==> src/assert_macros.svh <==
// Assertion macros shared by the RTL. Synthesis builds see empty bodies.
`ifndef ASSERT_MACROS_SVH
`define ASSERT_MACROS_SVH

`ifndef SYNTHESIS

// Check prop at every rising clock edge outside reset
`define ASSERT_CLK(label, clk, rst_n, prop) \
	label: assert property (@(posedge clk) disable iff (!rst_n) (prop)) \
		else $error("assertion failed");

// Check that cond never holds outside reset
`define ASSERT_NEVER(label, clk, rst_n, cond) \
	label: assert property (@(posedge clk) disable iff (!rst_n) !(cond)) \
		else $error("forbidden condition seen");

`else

`define ASSERT_CLK(label, clk, rst_n, prop)
`define ASSERT_NEVER(label, clk, rst_n, cond)

`endif

`endif

==> src/upl_pkg.sv <==
`timescale 1ns / 1ps

package upl_pkg;

	// Frame size limit, in bytes; anything past it is reported oversize
	localparam int unsigned MAX_FRAME_BYTES = 2048;

	localparam int unsigned POS_W     = 12;
	localparam int unsigned POS_LIMIT = (1 << POS_W) - 1;

	localparam int unsigned ETH_HDR   = 14;
	localparam int unsigned IP_MIN    = 20;
	localparam int unsigned UDP_HDR   = 8;
	localparam int unsigned MIN_FRAME = ETH_HDR + IP_MIN + UDP_HDR;

	// Byte indexes of fixed captures
	localparam int unsigned POS_ETYPE_HI = 12;
	localparam int unsigned POS_ETYPE_LO = 13;
	localparam int unsigned POS_VER_IHL  = ETH_HDR;
	localparam int unsigned POS_PROTO    = ETH_HDR + 9;

	localparam logic [15:0] ETYPE_IPV4 = 16'h0800;
	localparam logic [3:0]  IP_VER4    = 4'd4;
	localparam logic [7:0]  PROTO_UDP  = 8'd17;

	typedef enum logic [3:0] {
		ST_OK        = 4'd0,
		ST_SHORT     = 4'd1,
		ST_ETYPE     = 4'd2,
		ST_VERSION   = 4'd3,
		ST_HDR_LEN   = 4'd4,
		ST_NOT_UDP   = 4'd5,
		ST_UDP_LEN   = 4'd6,
		ST_TRUNCATED = 4'd7,
		ST_OVERSIZE  = 4'd8
	} status_t;

endpackage

==> src/udp_payload_locator_unit.sv <==
`timescale 1ns / 1ps
// UDP payload locator: takes an Ethernet frame one byte per beat (last_byte
// marks the final byte) and, for each frame, returns one result beat with a
// status, the UDP payload offset and the UDP payload length. It checks, in
// order: oversize (more than MAX_FRAME_BYTES bytes), frame under 42 bytes,
// ethertype not IPv4, IP version not 4, bad IPv4 header length, protocol not
// UDP, UDP length under 8, and truncation. Offset and length are zero unless
// the status is ok. A byte is taken every clock while out_ready keeps up;
// the result of a frame is formed from its last byte in the input register
// and is then held in the result register until it is taken.
`include "assert_macros.svh"

module udp_payload_locator_unit (
	input  logic        clk,
	input  logic        arst_n,
	input  logic        in_valid,
	output logic        in_ready,
	input  logic [7:0]  frame_byte,
	input  logic        last_byte,
	output logic        out_valid,
	input  logic        out_ready,
	output logic [3:0]  status,
	output logic [6:0]  payload_offset,
	output logic [15:0] payload_length
);

	localparam int unsigned PW = upl_pkg::POS_W;

	// input register
	logic        valid_s1;
	logic [7:0]  byte_s1;
	logic        last_s1;

	// per-frame state
	logic [PW-1:0] byte_position_q;
	logic [15:0]   ether_type_q;
	logic [7:0]    ver_ihl_q;
	logic [7:0]    ip_proto_q;
	logic [15:0]   udp_len_q;
	logic          oversize_q;

	// result register
	logic                out_valid_q;
	upl_pkg::status_t    status_q;
	logic [6:0]          offset_q;
	logic [15:0]         plen_q;

	// next-state values
	logic [15:0] ether_type_n;
	logic [7:0]  ver_ihl_n;
	logic [7:0]  ip_proto_n;
	logic [15:0] udp_len_n;
	logic        oversize_n;
	logic [5:0]  ihl_cur;
	logic [5:0]  ihl_n;
	logic [PW-1:0] udp_hi_pos;
	logic [PW-1:0] udp_lo_pos;

	// judgement
	logic [PW:0]   total_len;
	logic [PW:0]   hdr_need;
	logic [16:0]   trunc_need;
	upl_pkg::status_t status_n;
	logic [6:0]    offset_n;
	logic [15:0]   plen_n;

	logic advance_s1;
	logic out_free;

	// handshake: the input register moves on unless it holds a last byte and a result is blocked
	assign out_free   = !out_valid_q || out_ready;
	assign advance_s1 = valid_s1 && (!last_s1 || out_free);
	assign in_ready   = !valid_s1 || advance_s1;

	// capture fields at their byte indexes
	always_comb begin
		ether_type_n = ether_type_q;
		ver_ihl_n    = ver_ihl_q;
		ip_proto_n   = ip_proto_q;
		udp_len_n    = udp_len_q;
		ihl_cur      = {ver_ihl_q[3:0], 2'b00};
		udp_hi_pos   = PW'(upl_pkg::ETH_HDR + 4) + {{(PW-6){1'b0}}, ihl_cur};
		udp_lo_pos   = PW'(upl_pkg::ETH_HDR + 5) + {{(PW-6){1'b0}}, ihl_cur};
		oversize_n   = oversize_q ||
			(byte_position_q >= PW'(upl_pkg::MAX_FRAME_BYTES));

		if (byte_position_q == PW'(upl_pkg::POS_ETYPE_HI)) begin
			ether_type_n[15:8] = byte_s1;
		end else if (byte_position_q == PW'(upl_pkg::POS_ETYPE_LO)) begin
			ether_type_n[7:0] = byte_s1;
		end else if (byte_position_q == PW'(upl_pkg::POS_VER_IHL)) begin
			ver_ihl_n = byte_s1;
		end else if (byte_position_q == PW'(upl_pkg::POS_PROTO)) begin
			ip_proto_n = byte_s1;
		end

		if (byte_position_q > PW'(upl_pkg::ETH_HDR)) begin
			if (byte_position_q == udp_hi_pos) begin
				udp_len_n[15:8] = byte_s1;
			end else if (byte_position_q == udp_lo_pos) begin
				udp_len_n[7:0] = byte_s1;
			end
		end
	end

	// check the frame on its last byte; the first failing check wins
	always_comb begin
		ihl_n      = {ver_ihl_n[3:0], 2'b00};
		total_len  = {1'b0, byte_position_q} + (PW+1)'(1);
		hdr_need   = (PW+1)'(upl_pkg::ETH_HDR + upl_pkg::UDP_HDR)
			+ {{(PW-5){1'b0}}, ihl_n};
		trunc_need = 17'(upl_pkg::ETH_HDR) + {11'b0, ihl_n} + {1'b0, udp_len_n};
		offset_n   = 7'd0;
		plen_n     = 16'd0;
		priority if (oversize_n) begin
			status_n = upl_pkg::ST_OVERSIZE;
		end else if (total_len < (PW+1)'(upl_pkg::MIN_FRAME)) begin
			status_n = upl_pkg::ST_SHORT;
		end else if (ether_type_n != upl_pkg::ETYPE_IPV4) begin
			status_n = upl_pkg::ST_ETYPE;
		end else if (ver_ihl_n[7:4] != upl_pkg::IP_VER4) begin
			status_n = upl_pkg::ST_VERSION;
		end else if (ihl_n < 6'(upl_pkg::IP_MIN) || total_len < hdr_need) begin
			status_n = upl_pkg::ST_HDR_LEN;
		end else if (ip_proto_n != upl_pkg::PROTO_UDP) begin
			status_n = upl_pkg::ST_NOT_UDP;
		end else if (udp_len_n < 16'(upl_pkg::UDP_HDR)) begin
			status_n = upl_pkg::ST_UDP_LEN;
		end else if ({{(16-PW){1'b0}}, total_len} < trunc_need) begin
			status_n = upl_pkg::ST_TRUNCATED;
		end else begin
			status_n = upl_pkg::ST_OK;
			offset_n = 7'(upl_pkg::ETH_HDR + upl_pkg::UDP_HDR) + {1'b0, ihl_n};
			plen_n   = udp_len_n - 16'(upl_pkg::UDP_HDR);
		end
	end

	// input register: hold while blocked, load on an accepted beat
	always_ff @(posedge clk or negedge arst_n) begin
		if (!arst_n) begin
			valid_s1 <= 1'b0;
		end else if (in_ready) begin
			valid_s1 <= in_valid;
		end
	end

	always_ff @(posedge clk) begin
		if (in_ready && in_valid) begin
			byte_s1 <= frame_byte;
			last_s1 <= last_byte;
		end
	end

	// frame state: advance per byte, clear after the last one
	always_ff @(posedge clk or negedge arst_n) begin
		if (!arst_n) begin
			byte_position_q <= '0;
			ether_type_q    <= '0;
			ver_ihl_q       <= '0;
			ip_proto_q      <= '0;
			udp_len_q       <= '0;
			oversize_q      <= 1'b0;
		end else if (advance_s1) begin
			if (last_s1) begin
				byte_position_q <= '0;
				ether_type_q    <= '0;
				ver_ihl_q       <= '0;
				ip_proto_q      <= '0;
				udp_len_q       <= '0;
				oversize_q      <= 1'b0;
			end else begin
				if (byte_position_q != PW'(upl_pkg::POS_LIMIT)) begin
					byte_position_q <= byte_position_q + PW'(1);
				end
				ether_type_q <= ether_type_n;
				ver_ihl_q    <= ver_ihl_n;
				ip_proto_q   <= ip_proto_n;
				udp_len_q    <= udp_len_n;
				oversize_q   <= oversize_n;
			end
		end
	end

	// result register: load on a last byte, drop once taken
	always_ff @(posedge clk or negedge arst_n) begin
		if (!arst_n) begin
			out_valid_q <= 1'b0;
		end else if (advance_s1 && last_s1) begin
			out_valid_q <= 1'b1;
		end else if (out_ready) begin
			out_valid_q <= 1'b0;
		end
	end

	always_ff @(posedge clk) begin
		if (advance_s1 && last_s1) begin
			status_q <= status_n;
			offset_q <= offset_n;
			plen_q   <= plen_n;
		end
	end

	assign out_valid      = out_valid_q;
	assign status         = status_q;
	assign payload_offset = offset_q;
	assign payload_length = plen_q;

	// a good frame always has at least a minimal IPv4 header ahead of its payload
	`ASSERT_CLK(a_ok_offset, clk, arst_n,
		(out_valid_q && status_q == upl_pkg::ST_OK) |->
		(offset_q >= 7'(upl_pkg::MIN_FRAME)))

	// failed frames carry no location
	`ASSERT_CLK(a_fail_zero, clk, arst_n,
		(out_valid_q && status_q != upl_pkg::ST_OK) |->
		(offset_q == 7'd0 && plen_q == 16'd0))

	// the oversize mark only follows a position past the limit
	`ASSERT_CLK(a_oversize_pos, clk, arst_n,
		oversize_q |-> (byte_position_q >= PW'(upl_pkg::MAX_FRAME_BYTES)))

	// a last byte never overwrites a result that is still waiting
	`ASSERT_NEVER(a_no_overwrite, clk, arst_n,
		advance_s1 && last_s1 && out_valid_q && !out_ready)

endmodule
==> config.mk <==
export PLATFORM = sky130hd
export DESIGN_NAME = udp_payload_locator_unit
export DESIGN_NICKNAME = d
export VERILOG_FILES = /design/src/upl_pkg.sv /design/src/udp_payload_locator_unit.sv
export VERILOG_INCLUDE_DIRS = /design/src /design/src/src
export SDC_FILE = /design/constraint.sdc
export NUM_CORES = 1
export LEC_CHECK = 0
export CORE_ASPECT_RATIO = 1.25
export CORE_UTILIZATION = 45
export DETAILED_ROUTE_END_ITERATION = 8
export DONT_BUFFER_PORTS = 1
export HOLD_SLACK_MARGIN = 0.1
export PLACE_DENSITY = 0.67
export SLEW_MARGIN = 20
export SYNTH_ARGS = -nofsm -noshare
export SYNTH_HDL_FRONTEND = slang
export SYNTH_SLANG_ARGS = --single-unit
==> constraint.sdc <==
create_clock -name clk -period 7 [get_ports clk]
set_clock_uncertainty 0.05 [all_clocks]
set_input_delay 1.4 -clock clk [delete_from_list [all_inputs] [get_ports clk]]
set_output_delay 1.4 -clock clk [all_outputs]
set_load 0.01 [all_outputs]
=== Word-level counts from Yosys, hierarchy flattened ===
Cells that the tools add are included.

* Bits in registers: 99
* Output and inout bits: 29
* Word-level logic and storage cells: 88

* Add/sub/neg operators: 9
* Order comparisons: 7
* Eq/ne operators: 10
* Muxes and demuxes: 30
* Reduce and logical (&&, ||, !) cells: 17

{| class="wikitable"
|+ Operators with widths
! operator !! number
|-
| $mux 8 || 15
|-
| $mux 16 || 3
|-
| $eq 12x4->1 const B || 3
|-
| $add 5x6->7 const A || 4
|-
| $eq 12x7->1 || 2
|-
| $mux 12 || 2
|-
| $add 7x16->17 || 1
|-
| $lt 13x17->1 || 1
|-
| $lt 16x4->1 const B || 1
|-
| $ne 16x12->1 const B || 1
|-
| $sub 16x4->16 const B || 1
|-
| $add 12x1->13 const B || 1
|-
| $lt 13x6->1 const B || 1
|-
| $lt 13x7->1 || 1
|-
| $add 12x1->12 const B || 1
|-
| $eq 12x5->1 const B || 1
|-
| $ge 12x12->1 const B || 1
|-
| $gt 12x4->1 const B || 1
|-
| $mux 3 || 4
|-
| $ne 12x12->1 const B || 1
|-
| $ne 8x5->1 const B || 1
|-
| $reduce_or 8->1 || 1
|-
| $add 4x6->7 const A || 1
|-
| $lt 6x5->1 const B || 1
|-
| other kinds (10) || 23
|}

=== Logic depth before layout (Yosys ltp) ===
Gate-level depths: netlist (run 1).

* Depth in word-level cells: 14
* Mapped depth: 28
* Mapped depth without buffers: 25

=== Worst setup path after synthesis (run 1) ===
OpenSTA, ideal clock, no wires.

* Path type: register to register
* Start point: reg ver_ihl_q[2]
* End point: reg plen_q[13] (netlist: payload_length[13]) (data pin)
* Library setup time: 0.158 ns
* Arrival time: 6.197 ns
* Data required time: 6.792 ns
* Slack: 0.595 ns
* Cell stages (with the launch flop): 24
* Period minus slack after synthesis: 6.405 ns
* Cells stage by stage: dfrtp_1 -> ha_1 -> xor2_1 -> a2111o_1 -> nor3_1 -> clkbuf_1 -> mux2i_1 -> xnor2_1 -> ha_1 -> fa_1 -> a21oi_1 -> o21ai_0 -> a21oi_1 -> a21o_1 -> xnor2_1 -> ha_1 -> nand4_1 -> or2_2 -> a311o_1 -> a211o_1 -> a211o_1 -> or4b_4 -> buf_6 -> a211oi_2

* Cells in the longest elaborated chain, start to end: 8
* Elaborated cells on any way between the ends: 21

{| class="wikitable"
|+ Ends and longest elaborated chain
! item !! RTL line !! source
|-
| from (decl) || udp_payload_locator_unit.sv:37 || <nowiki>logic [7:0] ver_ihl_q;</nowiki>
|-
| from (signal assigned) || udp_payload_locator_unit.sv:176 || <nowiki>ver_ihl_q <= ver_ihl_n;</nowiki>
|-
| $add 5x6->7 || udp_payload_locator_unit.sv:83 || <nowiki>udp_lo_pos = PW'(upl_pkg::ETH_HDR + 5) + {{(PW-6){1'b0}}, ihl_cur};</nowiki>
|-
| $eq 12x7->1 || udp_payload_locator_unit.sv:100 || <nowiki>end else if (byte_position_q == udp_lo_pos) begin</nowiki>
|-
| $mux 8 || udp_payload_locator_unit.sv:100 ||
|-
| $mux 8 || udp_payload_locator_unit.sv:98 || <nowiki>if (byte_position_q == udp_hi_pos) begin</nowiki>
|-
| $mux 16 || udp_payload_locator_unit.sv:97 || <nowiki>if (byte_position_q > PW'(upl_pkg::ETH_HDR)) begin</nowiki>
|-
| $add 7x16->17 || udp_payload_locator_unit.sv:112 || <nowiki>trunc_need = 17'(upl_pkg::ETH_HDR) + {11'b0, ihl_n} + {1'b0, udp_len_n};</nowiki>
|-
| $lt 13x17->1 || udp_payload_locator_unit.sv:129 || <nowiki>end else if ({{(16-PW){1'b0}}, total_len} < trunc_need) begin</nowiki>
|-
| $reduce_or 8->1 (no line) || -- ||
|-
| to (signal assigned) || udp_payload_locator_unit.sv:199 || <nowiki>plen_q <= plen_n;</nowiki>
|-
| to (decl) || udp_payload_locator_unit.sv:46 || <nowiki>logic [15:0] plen_q;</nowiki>
|}

Parallel ways exist; a longest one is shown, timed or not.
A chain may end at the register's enable or synchronous reset.

=== Worst setup path after layout (run 1) ===
* Start point: reg byte_position_q[1]
* End point: reg plen_q[6] (netlist: payload_length[6]) (data pin)

* Cells in the longest elaborated chain, start to end: 8
* Elaborated cells on any way between the ends: 38

{| class="wikitable"
|+ Ends and longest elaborated chain
! item !! RTL line !! source
|-
| from (decl) || udp_payload_locator_unit.sv:35 || <nowiki>logic [PW-1:0] byte_position_q;</nowiki>
|-
| from (signal assigned) || udp_payload_locator_unit.sv:173 || <nowiki>byte_position_q <= byte_position_q + PW'(1);</nowiki>
|-
| $eq 12x4->1 || udp_payload_locator_unit.sv:91 || <nowiki>end else if (byte_position_q == PW'(upl_pkg::POS_VER_IHL)) begin</nowiki>
|-
| $mux 8 || udp_payload_locator_unit.sv:91 ||
|-
| $mux 8 || udp_payload_locator_unit.sv:89 || <nowiki>end else if (byte_position_q == PW'(upl_pkg::POS_ETYPE_LO)) begin</nowiki>
|-
| $mux 8 (*) || udp_payload_locator_unit.sv:87 || <nowiki>if (byte_position_q == PW'(upl_pkg::POS_ETYPE_HI)) begin</nowiki>
|-
| $add 5x6->7 (*) || udp_payload_locator_unit.sv:111 || <nowiki>+ {{(PW-5){1'b0}}, ihl_n};</nowiki>
|-
| named net hdr_need[2] || udp_payload_locator_unit.sv:61 || <nowiki>logic [PW:0] hdr_need;</nowiki>
|-
| $lt 13x7->1 (*) || udp_payload_locator_unit.sv:123 || <nowiki>end else if (ihl_n < 6'(upl_pkg::IP_MIN) || total_len < hdr_need) begin</nowiki>
|-
| $logic_or 1x1->1 (*) || udp_payload_locator_unit.sv:123 ||
|-
| $reduce_or 8->1 (no line) (*) || -- ||
|}

The timed path passes the listed nets; every way through them passes the cells marked *.

==> results of run 1 <==
synthesized netlist by cell type, types with 3 or more instances:
library cell	number
nor2b_1	5
dfrtp_1	63
ha_1	32
and4b_1	3
buf_2	4
inv_1	28
a22oi_1	20
mux2_2	3
a21oi_1	16
and2_1	5
o21ai_0	61
a22o_1	17
nand2_1	73
edfxtp_1	35
nand3_1	12
nor2_1	56
a211oi_1	5
xor2_1	9
clkbuf_1	27
nor4_1	7
mux2i_1	17
o31ai_1	8
a31oi_1	8
buf_4	5
xnor2_1	31
nand4_1	15
or3_1	7
a21o_1	7
nor3b_1	5
or2_2	3
or4_1	4
nor3_1	18
sequential cells by signal, summed over array words and instances (netlist names), 4 cells and up:
| signal | flops |
|---|---|
| byte_s1 | 8 |
| status | 4 |
| ip_proto_q | 8 |
| ether_type_q | 16 |
| payload_offset | 6 |
| udp_len_q | 16 |
| ver_ihl_q | 8 |
| byte_position_q | 12 |
| payload_length | 16 |
tightest hold or removal path, delay by kind of cell (launching register included):
family	cells	cell delay, ns
flops	1	0.35
simple gates	1	0.05
compound gates	1	0.06
placed cells by master (no fill, tap or decap), types with 5 or more instances in the layout:
cell type,Yosys,final
nand2_1,73,73
dfrtp_1,63,63
o21ai_0,61,60
nor2_1,56,55
edfxtp_1,35,35
ha_1,32,32
xnor2_1,31,31
inv_1,28,28
a22oi_1,20,20
mux2i_1,17,17
nor3_1,18,17
a22o_1,17,17
a21oi_1,16,16
buf_4,5,16
nand4_1,15,15
nand3_1,12,12
xor2_1,9,9
clkbuf_16,0,9
o31ai_1,8,8
a31oi_1,8,8
or3_1,7,7
a21o_1,7,7
nor4_1,7,7
and2_1,5,5
nor2b_1,5,5
a211oi_1,5,5
nor3b_1,5,5
routing by layer:
layer	routed length, µm	part of all wire, %
met5	0	0
met4	533	3.3
met3	968	6.0
met2	8030	50
met1	6620	41
power by group:
part / internal [µW] / leakage [µW] / total (µW) / switching (µW)
clock: 288 / 0.000147 / 505 / 218
combinational: 30.6 / 0.00145 / 96.6 / 66.0
sequential: 613 / 0.00122 / 646 / 33.0
kinds of logic after synthesis:
family	Yosys count	synth area share, %
AOI/OAI and AO/OA	161	17.6
DFF	98	43.2
other	1	0.0616
adders and majority gates	33	6.91
and+or+nand+nor	226	18.5
muxes	21	3.53
buffers and inverters	65	4.52
xor gates and xnor gates	40	5.75
cell type report:
type | count | area share [%]
inverter | 28 | 1.60
clock inverter | 4 | 0.762
multi-input combinational | 483 | 48.8
clock buffer | 12 | 3.75
timing repair buffer | 16 | 1.83
tap | 171 | 3.26
sequential | 98 | 40.0
through the flow:
step,utilization [%],total power [µW]
after floorplan,-,714
after global placement,47.3,748
after detailed placement,47.3,752
after CTS,49.6,1260
after global routing,49.6,1290
final,49.6,1250
worst max-delay path by stage:
| stage | from | endpoint | slack [ns] | depth (start not counted) |
|---|---|---|---|---|
| 2_1_floorplan | ver_ihl_q[2] | payload_length[13] | 0.60 | 23 |
| 3_3_place_gp | ver_ihl_q[2] | payload_length[6] | 0.49 | 21 |
| 3_5_place_dp | ver_ihl_q[2] | payload_length[6] | 0.31 | 21 |
| 4_1_cts | ver_ihl_q[2] | payload_length[6] | 0.27 | 21 |
| 5_1_grt | byte_position_q[2] | payload_length[6] | 0.08 | 20 |
| 6_report | byte_position_q[1] | payload_length[6] | 0.37 | 21 |
timing repair:
action / in CTS / in global routing
resized for setup: 0 / 1
endpoints found under the setup margin: 0 / 4
hold buffers: 0 / 0
==> impl_results.md, run 1 <==
* Status: completed
* CP top delay family: simple AND/OR/NAND/NOR gates
* GRT met2 Usage at 41.2%
* Placed Area at 6260 µm²
* Max Clock Freq at 151 MHz
* Post-CTS Setup Inserts at 0
* Final hold violation count at 0
* Seq/Total Area, Yosys at 43.2%
* Fin crit share at 94.8%
* Max stage delay on crit path at 0.70 ns
* Cell Chain, Critical Path: inv_1 > ha_1 > or3_1 > nor4_4 > mux2i_1 > xnor2_1 > ha_1 > fa_1 > a21oi_1 > o21ai_0 > a21oi_1 > a21o_1 > xnor2_1 > ha_1 > nand4_1 > or2_2 > a311o_1 > a211o_1 > a211o_1 > or4b_4 > a211oi_1
* Worst reg2reg path endpoint: payload_length[6]
* Top cells by area, synth: dfrtp_1 26%, edfxtp_1 17%, ha_1 6.6%
* Yosys cell types at 61
* Ports at 42
* Core area at 13,200 µm²
* Setup ws final at 0.366 ns
* PortBufs at 0
* CP max stage cell: or4b_4
* Tightest hold margin at 0.446 ns
* Grt total ovfl at 0
* Fillcell total at 1,220
* Setup violations, final at 0
* Worst EP required at 7.15 ns
* First-pass GRT wire length at 25,800 µm
* Top-area cell type share of the netlist area at 25.9%
* DRC viols at 0
* Dpl ws at 0.312 ns
* Final ANT Viol Nets at 0
* Mean area per synthesized cell at 9.44 µm²
* Gr busiest metal: met2
* Worst Hold End: ver_ihl_q[7]
* Area growth syn-to-layout at 7.85%
* H-tree depth at 3
* Total number of yosys warnings at 0
* WHS Path Cells at 2
* Die Wd at 106 µm
* Hold/Removal Path Class: reg -> reg
* Cells after DPL at 796
* RR Startpoint: byte_position_q[1]
* Number of synthesized register bits at 98
* Cells on worst reg2reg path at 21
* Unrepaired setup endpoints after global routing: no
* WS Path Type: reg -> reg
* CP most frequent cell: ha_1
* Clk buf depth at 2
* ANT cells at 0
* Worst-Skew Late Latency at 0.36 ns
* Final instance area at 6570 µm²
* Leading area contributor after synthesis: dfrtp_1
* # rows at 47
* Relative slew margins at 35.4%
* GRT Resource Usage Total at 24.4%
* Peak VDD IR at 0.178 mV
* Synth Cell Area at 6090 µm²
* Final slew viol count at 0
* Footprint of the multi-input gates at 3200 µm²
* Vias in the first global route at 4,936
* DP Wirelength at 11,400 µm
* Cell leakage power at 0.00282 µW
* Die ar. at 14,000 µm²
* HP Start: ver_ihl_q[7]
* CTS Root Cell: clkbuf_16
* R2r setup slk at 0.37 ns
* Worst Setup Start Kind: register
* FF+latch area at 2630 µm²
* TNS Setup at 0 ns
* Initial Utilization at 46.0%
* Gpl congestion at 0.921
* Fin nets at 682
* Clk slew on worst S/H paths at 0.07 ns
* Max Cap Viol at 0
* Vias at 4,993
* Critical Path End Type: register
* GR Util met3 at 4.55%
* Die Y at 132 µm
* Worst EP arrival at 6.78 ns
* Pre-antenna DRT Iters at 5
* Critical path fanouts, max at 21
* P per Cell Area at 190 nW/µm²
* Final non-filler cell total at 812
* Initial antenna violation count at 0
* Clk sinks at 98
* Crit path time final at 6.63 ns
* Ys async rst share at 64.3%
* Wire per inst at 19.9 µm
* CTS buffer count at 9
* 1st-iter DRT viols at 333
* EDFF count, synth at 35
* Maximum number of pins on one net before global-route repair at 64
* Via/cell ratio at 6.15
* Routed WL at 16,200 µm
* Slew @ Worst Pin at 0.969 ns
* CTS tree: yes
* GR Util met1 at 29.5%
* Top FF cell, synth: dfrtp_1
* CP Buf/Inv Count at 1
* Share of cells above drive strength 1 at 7.33%
* Cell count after synthesis at 645
Power figures use the tool's default switching activity.
==> run 2, diff against run 1 <==
Settings changed: CORE_UTILIZATION 45 to 50, GPL_TIMING_DRIVEN set to 1, PLACE_DENSITY 0.67 to 0.72.
==> run 2 against run 1 <==
Sequential cell count unchanged. Maximum frequency up 0.22%. Utilization up 6.2 points. Largest power group unchanged. Highest routed layer unchanged.
==> impl_results.md, run 2 (same netlist as run 1, synthesis figures left out) <==
* CTS buffer count at 9
* Footprint of the multi-input gates at 3210 µm²
* Worst EP required at 7.13 ns
* Wire per inst at 19.9 µm
* Die Wd at 101 µm
* Initial Utilization at 51.9%
* Final slew viol count at 0
* CTS Root Cell: clkbuf_16
* Clk buf depth at 2
* Vias at 5,019
* Die Y at 125 µm
* Commonest non-fill, non-tap cells in the layout: 73 x nand2_1, 63 x dfrtp_1, 61 x o21ai_0
* Worst Hold End: udp_len_q[1]
* WS Path Type: reg -> reg
* Final ANT Viol Nets at 0
* DP Wirelength at 11,200 µm
* Maximum number of pins on one net before global-route repair at 64
* Post-cts resize count at 0
* PortBufs at 0
* Unrepaired setup endpoints after global routing: no
* Slew @ Worst Pin at 0.905 ns
* Cells on worst reg2reg path at 24
* Hold/Removal Path Class: reg -> reg
* Post-CTS Setup Inserts at 0
* Initial antenna violation count at 0
* Via/cell ratio at 6.27
* Max Cap Viol at 0
* Setup ws final at 0.381 ns
* Final non-filler cell total at 800
* Max Clock Freq at 151 MHz
* First-pass GRT wire length at 25,600 µm
* Core area at 11,700 µm²
* RR Startpoint: byte_position_q[1]
* FF+latch area at 2630 µm²
* Peak VDD IR at 0.126 mV
* Pre-antenna DRT Iters at 7
* Area growth syn-to-layout at 7.48%
* Tightest hold margin at 0.442 ns
* Fin nets at 680
* 1st-iter DRT viols at 330
* R2r setup slk at 0.38 ns
* Relative slew margins at 39.7%
* Worst reg2reg path endpoint: payload_length[6]
* CTS tree: yes
* Clk slew on worst S/H paths at 0.07 ns
* Clk sinks at 98
* WHS Path Cells at 2
* DRC viols at 0
* TNS Setup at 0 ns
* Fillcell total at 1,015
* Ports at 42
* Fin crit share at 94.6%
* Commonest non-fill, non-tap cell in the layout: nand2_1
* H-tree depth at 3
* Dpl ws at 0.233 ns
* ANT cells at 0
* Final hold violation count at 0
* Gpl congestion at 0.906
* Cells after DPL at 784
* Cts hold-fix bufs at 0
* Setup violations, final at 0
* Worst Setup Start Kind: register
* Die ar. at 12,600 µm²
* Worst EP arrival at 6.75 ns
* Critical path fanouts, max at 21
* Routed WL at 15,900 µm
* Cell leakage power at 0.00281 µW
* P per Cell Area at 190 nW/µm²
* Critical Path End Type: register
* Share of cells above drive strength 1 at 7.51%
* # rows at 44
* Crit path time final at 6.62 ns
* Status: completed
* Pwr Total at 1250 µW
* HP Start: udp_len_q[1]
* GRT Resource Usage Total at 26.6%
* Vias in the first global route at 4,911
* Worst-Skew Late Latency at 0.35 ns
* Crit. Startpoint: byte_position_q[1]
* Grt total ovfl at 0
[run 2: worst max-delay path by stage]
| stage | endpoint | slack (ns) | cells after the start |
|---|---|---|---|
| after floorplan | payload_length[13] | 0.60 | 23 |
| after global placement | payload_length[6] | 0.52 | 23 |
| after detailed placement | payload_length[6] | 0.23 | 21 |
| after CTS | payload_length[6] | 0.17 | 24 |
| after global routing | payload_length[6] | 0.03 | 23 |
| final | payload_length[6] | 0.38 | 24 |
[run 2: layer usage]
layer  GRT usage (%)  wire [µm]  up-vias  part of all wire, %
met1            35.4       6770     2467                   43
met2            43.6       7760      195                   49
li1                -          -     2320                    -
met5               0          0        -                    0
met3            4.53        989       37                  6.2
met4            9.46        400        0                  2.5
[run 2: per-stage QoR]
stage	instance area (µm²)	utilization (%)
3_3_place_gp	6240	53.2
5_1_grt	6540	55.8
2_1_floorplan	6090	-
4_1_cts	6530	55.7
3_5_place_dp	6240	53.2
6_report	6540	55.8
[run 2: power by group]
group | leakage, µW | switching (µW) | internal, µW
clock | 0.000148 | 228 | 273
sequential | 0.00122 | 32.7 | 613
combinational | 0.00144 | 67.1 | 31.5
[run 2: area by class of cell]
class / instances / area share, %
repair buffers: 14 / 1.61
clock buffers: 11 / 4.03
multi-input cells: 483 / 49.0
inverters: 28 / 1.61
clock inverters: 5 / 0.516
flip-flops and latches: 98 / 40.2
well taps: 161 / 3.08
[run 2: worst max-delay path, stage by stage, from the launching register on]
cell and delay [ns]:
dfrtp_1 0.53, inv_1 0.13, ha_1 0.21, or3_1 0.41, nor4_4 0.51, mux2i_1 0.43
xnor2_1 0.13, ha_1 0.23, fa_1 0.41, a21oi_1 0.13, o21ai_0 0.14, a21oi_1 0.21
a21o_1 0.22, nor2_1 0.09, xnor2_1 0.13, nand2_1 0.06, o21ai_0 0.10, ha_1 0.33
nand2_1 0.06, o21ai_0 0.33, nor3_1 0.12, a211o_1 0.27, a211o_1 0.27, or4b_4 0.71
a211oi_1 0.23
